`config.mk`:
```
export PLATFORM = sky130hd
export DESIGN_NAME = scme_ctrl
export DESIGN_NICKNAME = d
export VERILOG_FILES = /design/src/design/scme_pkg.sv /design/src/design/scme_ctrl.sv
export SDC_FILE = /design/constraint.sdc
export NUM_CORES = 1
export LEC_CHECK = 0
export ABC_AREA = 1
export BUFFER_PORTS_ARGS = -buffer_cell sky130_fd_sc_hd__buf_2
export CAP_MARGIN = 40
export CORE_AREA = 2 2 39 41
export CTS_BUF_LIST = sky130_fd_sc_hd__clkbuf_4 sky130_fd_sc_hd__clkbuf_8
export DETAILED_ROUTE_END_ITERATION = 7
export DIE_AREA = 0 0 41 43
export SYNTH_ARGS = -nofsm -noshare
export SYNTH_HDL_FRONTEND = slang
export SYNTH_SLANG_ARGS = --single-unit
```
`constraint.sdc`:
```
create_clock -name clk_i -period 1.4 [get_ports clk_i]
set_clock_uncertainty 0.15 [all_clocks]
set_input_delay 0.35 -clock clk_i [delete_from_list [all_inputs] [get_ports clk_i]]
set_output_delay 0.35 -clock clk_i [all_outputs]
set_load 0.005 [all_outputs]
```
`src/design/scme_pkg.sv`:
```
package scme_pkg;

  localparam int CoordW = 32;
  localparam int ValW   = 32;
  localparam int EntryW = CoordW + ValW;

  // result status codes
  typedef enum logic [1:0] {
    ST_OK       = 2'd0,
    ST_ORDER    = 2'd1,
    ST_OVERFLOW = 2'd2
  } status_e;

  // merge modes; every other code selects the intersection product
  localparam logic [1:0] MODE_SUM  = 2'd0;
  localparam logic [1:0] MODE_DIFF = 2'd1;

  // register index carried in paddr[2]
  localparam logic REG_MODE = 1'b0;

  typedef struct packed {
    logic load;    // input transfer accepted
    logic step;    // compare heads, advance pointers
    logic commit;  // finish value, move it into the pending slot
    logic flush;   // emit the final result, clear job state
  } cmd_t;

  typedef struct packed {
    logic done;      // both pointers past their counts
    logic err;       // an error is recorded for this job
    logic calc_ok;   // commit can proceed this cycle
    logic out_free;  // output register can take a result
  } stat_t;

endpackage

```
`src/design/scme_ctrl.sv`:
```
module scme_ctrl (
  input  logic            clk_i,
  input  logic            rst_ni,
  input  logic            in_valid_i,
  input  logic            in_last_i,
  output logic            in_ready_o,
  input  scme_pkg::stat_t stat_i,
  output scme_pkg::cmd_t  cmd_o
);
  import scme_pkg::*;

  typedef enum logic [4:0] {
    S_IDLE  = 5'b00001,
    S_START = 5'b00010,
    S_CMP   = 5'b00100,
    S_CALC  = 5'b01000,
    S_FLUSH = 5'b10000
  } state_e;

  state_e state_q, state_d;
  logic   accept;

  assign in_ready_o = (state_q == S_IDLE);
  assign accept     = in_valid_i && in_ready_o;

  always_comb begin
    state_d      = state_q;
    cmd_o        = '0;
    cmd_o.load   = accept;
    case (state_q)
      S_IDLE: begin
        if (accept && in_last_i) state_d = S_START;
      end
      // RAM heads are being read this cycle
      S_START: begin
        if (stat_i.err || stat_i.done) state_d = S_FLUSH;
        else state_d = S_CMP;
      end
      S_CMP: begin
        cmd_o.step = 1'b1;
        state_d    = S_CALC;
      end
      S_CALC: begin
        if (stat_i.calc_ok) begin
          cmd_o.commit = 1'b1;
          state_d      = stat_i.done ? S_FLUSH : S_CMP;
        end
      end
      S_FLUSH: begin
        if (stat_i.out_free) begin
          cmd_o.flush = 1'b1;
          state_d     = S_IDLE;
        end
      end
      default: state_d = S_IDLE;
    endcase
  end

  always_ff @(posedge clk_i or negedge rst_ni) begin
    if (!rst_ni) begin
      state_q <= S_IDLE;
    end else begin
      state_q <= state_d;
    end
  end

endmodule

```
==> out/qor.yml, run 1 <==
outcome:
  status: "finished, violations left"
  violations: "setup timing"
setup_path:
  end_kind: "output port"
  r2r_cells: 10
  worstReg2RegEnd: "state_q[0]$_DFFE_PN1P_"
  cp.arrival_ps: 1230
  regToRegStartpoint: "state_q[0]$_DFFE_PN1P_"
  r2r_slack_ps: -190
  critical_path_class: "reg2out"
  path_max_fanout: 4
  cp.required_ps: 900
  startpoint_type: "register"
power:
  power_mw: 0.821
  p_leak_nw: 0.346
  power_density_nw_per_um2: 1350
  ir_drop_v: 0.000724
timing:
  finalMaxSlewViolations: 0
  fmax_mhz: 580
  worst_pin_slew_ps: 233
  relSlewSlack_pct: 84.5
  setup_viol: 10
  fin_crit_ps: 1730
  rsz0062_at_grt: "yes"
  period_share_pct: 123
  worst_slack_ps: -325
  final-hold-violation-count: 0
route:
  met3_length_um: 38
  first_pass_iters: 2
  avgRoutedWirePerCell_um: 10.2
  vias: 414
  final_antenna_net_count: 0
  drt-total-wl_um: 998
  first_iter_violations: 1
  dr_wl_met2_um: 522
  drc: 0
  wl_met1_um: 415
  highest_layer: "met4"
  viasPerCell: 4.22
synthesis:
  ys_async_sr_fraction_pct: 100
  ys_ff_latch: 5
  synth-edff-count: 0
  syn_area_per_cell_um2: 7.29
  synth_top_area_cell: "dfrtp_1"
  ys_types: 15
  synth_area_leaders: "dfrtp_1 (27%), inv_1 (11%), nand2_1 (9.1%)"
  ys_warn_count: 0
  yosysSeqAreaShare_pct: 34.0
  synthMostInstantiatedCell: "inv_1"
  synth_ff_type: "dfrtp_1"
  synthCells: 51
  synthesis.nets: 59
  synth_top_area_share_pct: 26.9
  syn-cell-area_um2: 372
  synth_common_cells: "inv_1 (11), nand2_1 (9), nand4_1 (5), nor2_1 (5), dfrtp_1 (4)"
grt:
  grt_pass1_vias: 357
  gr-total-overflow: 0
  grt_max_degree: 7
  antenna_found_initial: 0
  grt_pass1_wl_mm: 1.41
  track_usage_pct: 12.1
final_layout:
  area_delta_synth_final_pct: 64.0
  largest_reg_flops: 5
  reg_top3: "state_q x5"
  top_register: "state_q"
  final_cells: 98
  drive_gt1_share_pct: 54.9
  nets: 91
  design_area_um2: 609
  diodes: 0
floorplanning:
  row_count: 14
  core-area_um2: 1380
  die_x_um: 41
  pin_count: 13
  die_h_um: 43
  dieArea_um2: 1760
  initial_core_util_pct: 26.9
place:
  post-place-ws_ps: -80.8
  gp_congestion: 0.793
  placed_area_um2: 502
  place_inst: 85
  dpl.hpwl_um: 658
  io_buffers: 12
clocking:
  clk_latency_ps: 250
  cts.sink_count: 5
  cts_made_buffers: 3
  cts_tree: "built"
  clk_path_buf_depth: 2
  htree_levels: 1
  clkTransAtPathRegs_ps: 40
  cts_root_buf: "clkbuf_4"
job:
  maxCapViolCount: 0
min_path:
  worstHoldEndpoint: "state_q[1]$_DFFE_PN0P_"
  holdPathStages: 3
  hold_path.class: "in2reg"
  hp-start: "in_valid_i"
## report_power, final
part | total, mW | switching, mW | internal [mW]
Sequential | 0.200 | 0.0189 | 0.181
Clock | 0.198 | 0.0703 | 0.128
Combinational | 0.423 | 0.210 | 0.213
Total | 0.821 | 0.299 | 0.522
## worst max path at each step
stage	endpoint	depth (start not counted)	from	slack [ps]
global placement	cmd_o[3]	5	state_q[0]$_DFFE_PN1P_	-50
floorplan	cmd_o[3]	5	state_q[0]$_DFFE_PN1P_	-90
global route	cmd_o[0]	5	state_q[0]$_DFFE_PN1P_	-400
CTS	cmd_o[0]	5	state_q[0]$_DFFE_PN1P_	-330
detailed placement	cmd_o[0]	5	state_q[0]$_DFFE_PN1P_	-80
finish	cmd_o[0]	5	state_q[0]$_DFFE_PN1P_	-330
## logic make-up (layout without fill, tap and decap cells)
family	Yosys count	count (layout)	synth area share [%]
AOI/OAI and AO/OA	2	2	2.69
buffers and inverters	12	43	13.1
DFF	5	5	34.0
and+or+nand+nor	32	32	50.2
## layout make-up
cell class / instances / area [um^2]
Sequential cell: 5 / 126
Inverter: 11 / 41.3
Clock buffer: 4 / 30.0
Fill cell: 135 / 774
Multi-Input combinational cell: 34 / 209
Tap cell: 16 / 20.0
Timing Repair Buffer: 28 / 183
## through the flow
stage / TNS, ps / util [%] / hold WS, ps
3_5_place_dp: -239 / 36.3 / 25.0
4_1_cts: -1720 / 41.3 / 212
2_1_floorplan: -87.0 / - / -95.6
3_3_place_gp: -146 / 36.3 / 23.5
5_1_grt: -2780 / 44.0 / 220
6_report: -2080 / 44.0 / 217
## critical path: stages, from the launching register on
cell	delay, ps
dfstp_2	360
buf_4	130
nor2_4	130
nand3_2	110
nor2_2	120
buf_2	120
## placed cells by master, fill, tap and decap left out, types with 2 or more instances in the layout
cell / netlist / layout
dfrtp_1: 4 / 4
inv_1: 11 / 10
clkbuf_4: 0 / 4
buf_2: 0 / 12
buf_4: 1 / 15
nand4_1: 5 / 5
nor2_1: 5 / 4
o21ai_1: 2 / 2
nand2_1: 9 / 9
nor2_4: 3 / 3
nand3_2: 1 / 3
nor2_2: 3 / 4
## timing repair
| action | in CTS | in global routing |
|---|---|---|
| gates resized for setup | 0 | 3 |
| setup endpoints to repair | 5 | 9 |
| hold endpoints to repair | 5 | 0 |
| pin swaps | 4 | 4 |
| setup buffers | 4 | 4 |
| cloned | 0 | 0 |
| hold buffers | 1 | 0 |
## routing by layer
metal  up-vias  global-route usage, %
met5         -                      0
met4         0                   11.3
met3         2                   2.09
met2        12                   16.9
met1       176                   14.7
li1        224                      -
Power figures use the tool's default switching activity.
==> inputs of run 2 (changes only) <==
Settings changed: REMOVE_ABC_BUFFERS set to 1.
==> out/qor.yml, run 2 (same netlist as run 1, synthesis figures left out) <==
place:
  dpl.hpwl_um: 604  # -8.2%
  io_buffers: 12  # unchanged
  placed_area_um2: 497  # -1.0%
  gp_congestion: 0.782  # -1.5%
  post-place-ws_ps: -86.2  # -5.34 ps
grt:
  antenna_found_initial: 0  # unchanged
  grtUsageMet2_pct: 20.3  # +3.4 points
  grt_pass1_wl_mm: 1.59  # +13%
  grtUsageMet1_pct: 16.7  # +2.0 points
  gr-total-overflow: 0  # unchanged
  grt_pass1_vias: 406  # +14%
  met3_usage_pct: 6.28  # +4.2 points
  grt_max_degree: 7  # unchanged
  track_usage_pct: 13.5  # +1.4 points
  grt_busiest_layer: "met2"
route:
  final_antenna_net_count: 0  # unchanged
  first_iter_violations: 0  # -1
  viasPerCell: 4.34  # +2.8%
  vias: 417  # +0.72%
  avgRoutedWirePerCell_um: 9.36  # -8.0%
  drc: 0  # unchanged
  first_pass_iters: 1  # -1
  drt-total-wl_um: 899  # -9.9%
floorplanning:
  dieArea_um2: 1760  # unchanged
  initial_core_util_pct: 26.9  # unchanged
  die_x_um: 41  # unchanged
  core-area_um2: 1380  # unchanged
  row_count: 14  # unchanged
  pin_count: 13  # unchanged
  die_h_um: 43  # unchanged
power:
  ir_drop_v: 0.000948  # +31%
  p_leak_nw: 0.343  # -1.1%
  power_density_nw_per_um2: 1360  # +0.90%
clocking:
  cts_tree: "built"
  cts_root_buf: "clkbuf_4"
  htree_levels: 1  # unchanged
  cts.sink_count: 5  # unchanged
  clk_path_buf_depth: 2  # unchanged
  clk_latency_ps: 240  # about the same
  cts_made_buffers: 3  # unchanged
  clkTransAtPathRegs_ps: 40  # about the same
final_layout:
  top_register: "state_q"
  layout_common_cells: "buf_2 (12), buf_4 (12), inv_1 (10)"
  area_delta_synth_final_pct: 64.6
  largest_reg_flops: 5  # unchanged
  reg_top3: "state_q x5"
  nets: 89  # -2.2%
  diodes: 0  # unchanged
  design_area_um2: 612  # +0.41%
  drive_gt1_share_pct: 53.8  # -1.1 points
timing:
  final-hold-violation-count: 0  # unchanged
  fin_crit_ps: 1730  # +7.72 ps
  finalMaxSlewViolations: 0  # unchanged
  period_share_pct: 124  # +0.55 points
  relSlewSlack_pct: 82.9  # -1.5 points
  worst_slack_ps: -333  # -7.72 ps
  fmax_mhz: 577  # -0.45%
  hold_ws_ps: 221  # +3.23 ps
  rsz0062_at_grt: "yes"
  worst_pin_slew_ps: 256  # +23.2 ps
  setup_viol: 10  # unchanged
setup_path:
  cp.arrival_ps: 1230  # about the same
  cp.buffers_inverters: 2  # unchanged
  critPathTopFamily: "flip-flops"
  critPathMaxStageDelay_ps: 530  # +170 ps
  startpoint_type: "register"
  path_cells: "inv_2 > nor2_4 > nand3_4 > nor2_1 > buf_2"
  path_max_fanout: 3  # -1
  end_kind: "output port"
  cp_slowest_cell: "dfstp_2"
  cp.required_ps: 900  # about the same
  critical_path_class: "reg2out"
min_path:
  hold_path.class: "in2reg"
job:
  maxCapViolCount: 0  # unchanged
outcome:
  violations: "setup timing"
  status: "finished, violations left"
==> run 2: per-layer routing <==
layer	wire, um	share of wire, %
met2	480	53
met4	0	0
met5	0	0
met1	367	41
met3	51	5.7
==> run 2: stage by stage <==
step	total power, mW	cells	TNS [ps]	util, %
6_report	0.832	96	-1810	44.2
5_1_grt	0.909	96	-2630	44.2
4_1_cts	0.759	94	-1610	42.0
3_5_place_dp	0.519	85	-208	35.9
3_3_place_gp	0.515	85	-177	35.9
2_1_floorplan	0.390	50	-34.2	-
==> run 2: final timing paths <==
kind                       cells past startpoint              startpoint  slack [ps]                     end
min                                            3              in_valid_i         220  state_q[1]$_DFFE_PN0P_
max in group asynchronous                      2                  rst_ni         580  state_q[0]$_DFFE_PN1P_
max reg2reg                                   10  state_q[0]$_DFFE_PN1P_        -200  state_q[0]$_DFFE_PN1P_
max                                            5  state_q[0]$_DFFE_PN1P_        -330                cmd_o[3]
min in group asynchronous                      2                  rst_ni         300  state_q[2]$_DFFE_PN0P_
min reg2reg                                    4  state_q[0]$_DFFE_PN1P_         470  state_q[0]$_DFFE_PN1P_
==> run 2: worst min-delay path, delay by kind of cell <==
family        cells  cell delay, ps
simple gates      1              50
buf+inv           2             170
==> run 2: power breakdown <==
group	switching (mW)	internal (mW)	leakage [nW]	total, mW
logic	0.221	0.222	0.258	0.443
registers	0.0215	0.181	0.0658	0.203
clock network	0.0593	0.127	0.0184	0.186
==> run 2: timing repair <==
action                     in CTS  in global routing
gates resized for setup         3                  4
buffers inserted                4                  2
hold buffers                    1                  0
pin swaps                       4                  4
hold endpoints to repair        5                  0
setup endpoints to repair       5                 10
==> run 2: final cells by class <==
type	count	area, um^2
Sequential cell	5	126
Multi-Input combinational cell	34	223
Inverter	11	41.3
Clock buffer	4	30.0
Tap cell	16	20.0
Fill cell	138	772
Timing Repair Buffer	26	171
==> inputs of run 3 (changes only) <==
Settings changed: ABC_AREA 1 to 0.
==> out/qor.yml, run 3 <==
setup_path:
  r2r_cells: 5  # -5
  worstReg2RegEnd: "state_q[0]$_DFFE_PN1P_"
  startpoint_type: "register"
  r2r_slack_ps: -50  # +150 ps
  end_kind: "output port"
  path_max_fanout: 4  # +1
  cp.required_ps: 900  # about the same
  cp.arrival_ps: 1310  # +80 ps
  critical_path_class: "reg2out"
  regToRegStartpoint: "state_q[3]$_DFFE_PN0P_"
timing:
  fmax_mhz: 554  # -4.0%
  final-hold-violation-count: 0  # unchanged
  setup_viol: 7  # -3
  hold_ws_ps: 159  # -62.0 ps
  fin_crit_ps: 1810  # +72.6 ps
  worst_slack_ps: -406  # -72.6 ps
  period_share_pct: 129  # +5.2 points
  rsz0062_at_grt: "yes"
  worst_pin_slew_ps: 165  # -90.9 ps
  finalMaxSlewViolations: 0  # unchanged
  relSlewSlack_pct: 88.7  # +5.8 points
grt:
  antenna_found_initial: 0  # unchanged
  track_usage_pct: 13.5  # unchanged
  grt_pass1_vias: 407  # +0.25%
  grt_pass1_wl_mm: 1.52  # -4.3%
  gr-total-overflow: 0  # unchanged
  grt_max_degree: 9  # +2
clocking:
  cts.sink_count: 5  # unchanged
  cts_made_buffers: 3  # unchanged
  htree_levels: 1  # unchanged
  clk_latency_ps: 240  # about the same
  clk_path_buf_depth: 2  # unchanged
  cts_tree: "built"
  clkTransAtPathRegs_ps: 40  # about the same
  cts_root_buf: "clkbuf_4"
min_path:
  worstHoldEndpoint: "state_q[2]$_DFFE_PN0P_"
  holdPathStages: 2  # -1
  hp-start: "stat_i[3]"
  hold_path.class: "in2reg"
synthesis:
  yosysSeqAreaShare_pct: 35.9  # +1.9 points
  syn_area_per_cell_um2: 8.79  # +21%
  synth_top_family_by_area: "simple AND/OR/NAND/NOR gates"
  synth_area_leaders: "dfrtp_1 (28%), dfstp_2 (7.5%), nor2_1 (7.5%)"
  syn-cell-area_um2: 352  # -5.4%
  synth_mux_area_share_pct: 2.85  # +2.8 points
  synth_ff_type: "dfrtp_1"
  synthCells: 40  # -22%
  synth-compound-area-share_pct: 18.5  # +16 points
  ys_warn_count: 0  # unchanged
  synth_xor_xnor_area_share_pct: 2.49  # +2.5 points
  synth_common_cells: "nor2_1 (7), dfrtp_1 (4), inv_1 (3), nand3_1 (3), and3_1 (2)"
  synth_fa_ha_area_share_pct: 0  # unchanged
  ys_ff_latch: 5  # unchanged
  yosys.area_share.simple_pct: 30.2  # -20 points
  synth_top_area_cell: "dfrtp_1"
  ys_types: 26  # +11
  synthMostInstantiatedCell: "nor2_1"
  synth_top_area_share_pct: 28.5  # +1.5 points
  synth-edff-count: 0  # unchanged
  ys_async_sr_fraction_pct: 100  # unchanged
final_layout:
  layout_common_cells: "buf_4 (12), buf_2 (11), buf_6 (6)"
  top_register: "state_q"
  n_fill_cell: 129  # -6.5%
  layout_commonest_cell: "buf_4"
  area_delta_synth_final_pct: 88.6
  drive_gt1_share_pct: 67.6  # +14 points
  largest_reg_flops: 5  # unchanged
  reg_top3: "state_q x5"
  final_cells: 87  # -9.4%
  diodes: 0  # unchanged
  finish.utilization_pct: 47.9  # +3.7 points
  nets: 80  # -10%
  design_area_um2: 663  # +8.4%
power:
  power_density_nw_per_um2: 1080  # -20%
  ir_drop_v: 0.000600  # -37%
  p_leak_nw: 0.306  # -11%
route:
  final_antenna_net_count: 0  # unchanged
  first_pass_iters: 2  # +1
  drc: 0  # unchanged
  drt-total-wl_mm: 1.04  # +16%
  viasPerCell: 4.67  # +7.4%
  avgRoutedWirePerCell_um: 12.0  # +28%
  vias: 406  # -2.6%
  first_iter_violations: 5  # +5
job:
  maxCapViolCount: 0  # unchanged
outcome:
  status: "finished, violations left"
  violations: "setup timing"
floorplanning:
  dieArea_um2: 1760  # unchanged
  core-area_um2: 1380  # unchanged
  die_x_um: 41  # unchanged
  pin_count: 13  # unchanged
  die_h_um: 43  # unchanged
  initial_core_util_pct: 25.4  # -1.4 points
  row_count: 14  # unchanged
place:
  io_buffers: 12  # unchanged
  post-place-ws_ps: -155  # -68.6 ps
  place_inst: 76  # -11%
  gp_congestion: 0.751  # -3.9%
  placed_area_um2: 490  # -1.3%
  dpl.hpwl_um: 661  # +9.4%
run 3: cell count changes after synthesis, sizes merged, moves of 2 or more:
cell | previous run | this run
nand4 | 5 | 0
and3 | 0 | 2
buf | 1 | 3
nor2 | 11 | 7
nand2 | 9 | 1
nor3 | 0 | 2
inv | 11 | 3
run 3: how the worst max path moves through the flow:
stage                                      start       end  slack, ps  depth (start not counted)
after global placement    state_q[0]$_DFFE_PN1P_  cmd_o[3]       -130                          4
final                     state_q[0]$_DFFE_PN1P_  cmd_o[3]       -410                          4
after detailed placement  state_q[2]$_DFFE_PN0P_  cmd_o[3]       -150                          4
after global routing      state_q[4]$_DFFE_PN0P_  cmd_o[3]       -490                          4
after floorplan           state_q[3]$_DFFE_PN0P_  cmd_o[3]       -130                          3
after CTS                 state_q[3]$_DFFE_PN0P_  cmd_o[3]       -420                          4
run 3: routing by layer:
| metal | vias up | global-route usage (%) | share of wire, % |
|---|---|---|---|
| met2 | 10 | 24.1 | 55 |
| met3 | 2 | 2.62 | 4.1 |
| met5 | - | 0 | 0 |
| met4 | 0 | 10.7 | 2.6 |
| met1 | 191 | 11.8 | 38 |
| li1 | 203 | - | - |
run 3: timing repair:
item / in CTS / in global routing
endpoints found under the hold margin: 5 / 0
pin swaps: 5 / 8
hold buffers: 1 / 0
setup buffers: 4 / 3
setup endpoints to repair: 7 / 9
gates cloned: 0 / 0
resized for setup: 11 / 12
run 3: critical path: stages (launching register included):
cell and delay, ps:
dfstp_2 560, inv_2 60, nor3b_4 220, and2_1 140, buf_2 100
run 3: logic make-up (layout without fill, tap and decap cells):
kind of cell | after synthesis | count (layout)
multiplexers | 1 | 1
AND/OR/NAND/NOR | 18 | 18
buffers and inverters | 6 | 37
AO/OA/AOI/OAI | 9 | 9
flip-flops | 5 | 5
XOR/XNOR | 1 | 1
run 3: stage by stage:
stage / TNS (ps) / total power, mW
finish: -1710 / 0.717
global route: -2120 / 0.774
CTS: -1880 / 0.662
detailed placement: -506 / 0.441
global placement: -408 / 0.439
floorplan: -130 / 0.323
run 3: report_power, final:
| group | internal [mW] | leakage (nW) | switching, mW |
|---|---|---|---|
| clock network | 0.127 | 0.0184 | 0.0540 |
| logic | 0.186 | 0.223 | 0.150 |
| registers | 0.174 | 0.0642 | 0.0258 |
| total | 0.487 | 0.306 | 0.230 |
run 3: layout make-up:
| type | instances | area [um^2] | share of cell area (%) |
|---|---|---|---|
| flip-flops and latches | 5 | 128 | 19.2 |
| multi-input cells | 29 | 251 | 37.9 |
| inverters | 3 | 11.3 | 1.70 |
| clock buffers | 4 | 30.0 | 4.53 |
| repair buffers | 30 | 223 | 33.6 |
| well taps | 16 | 20.0 | 3.02 |
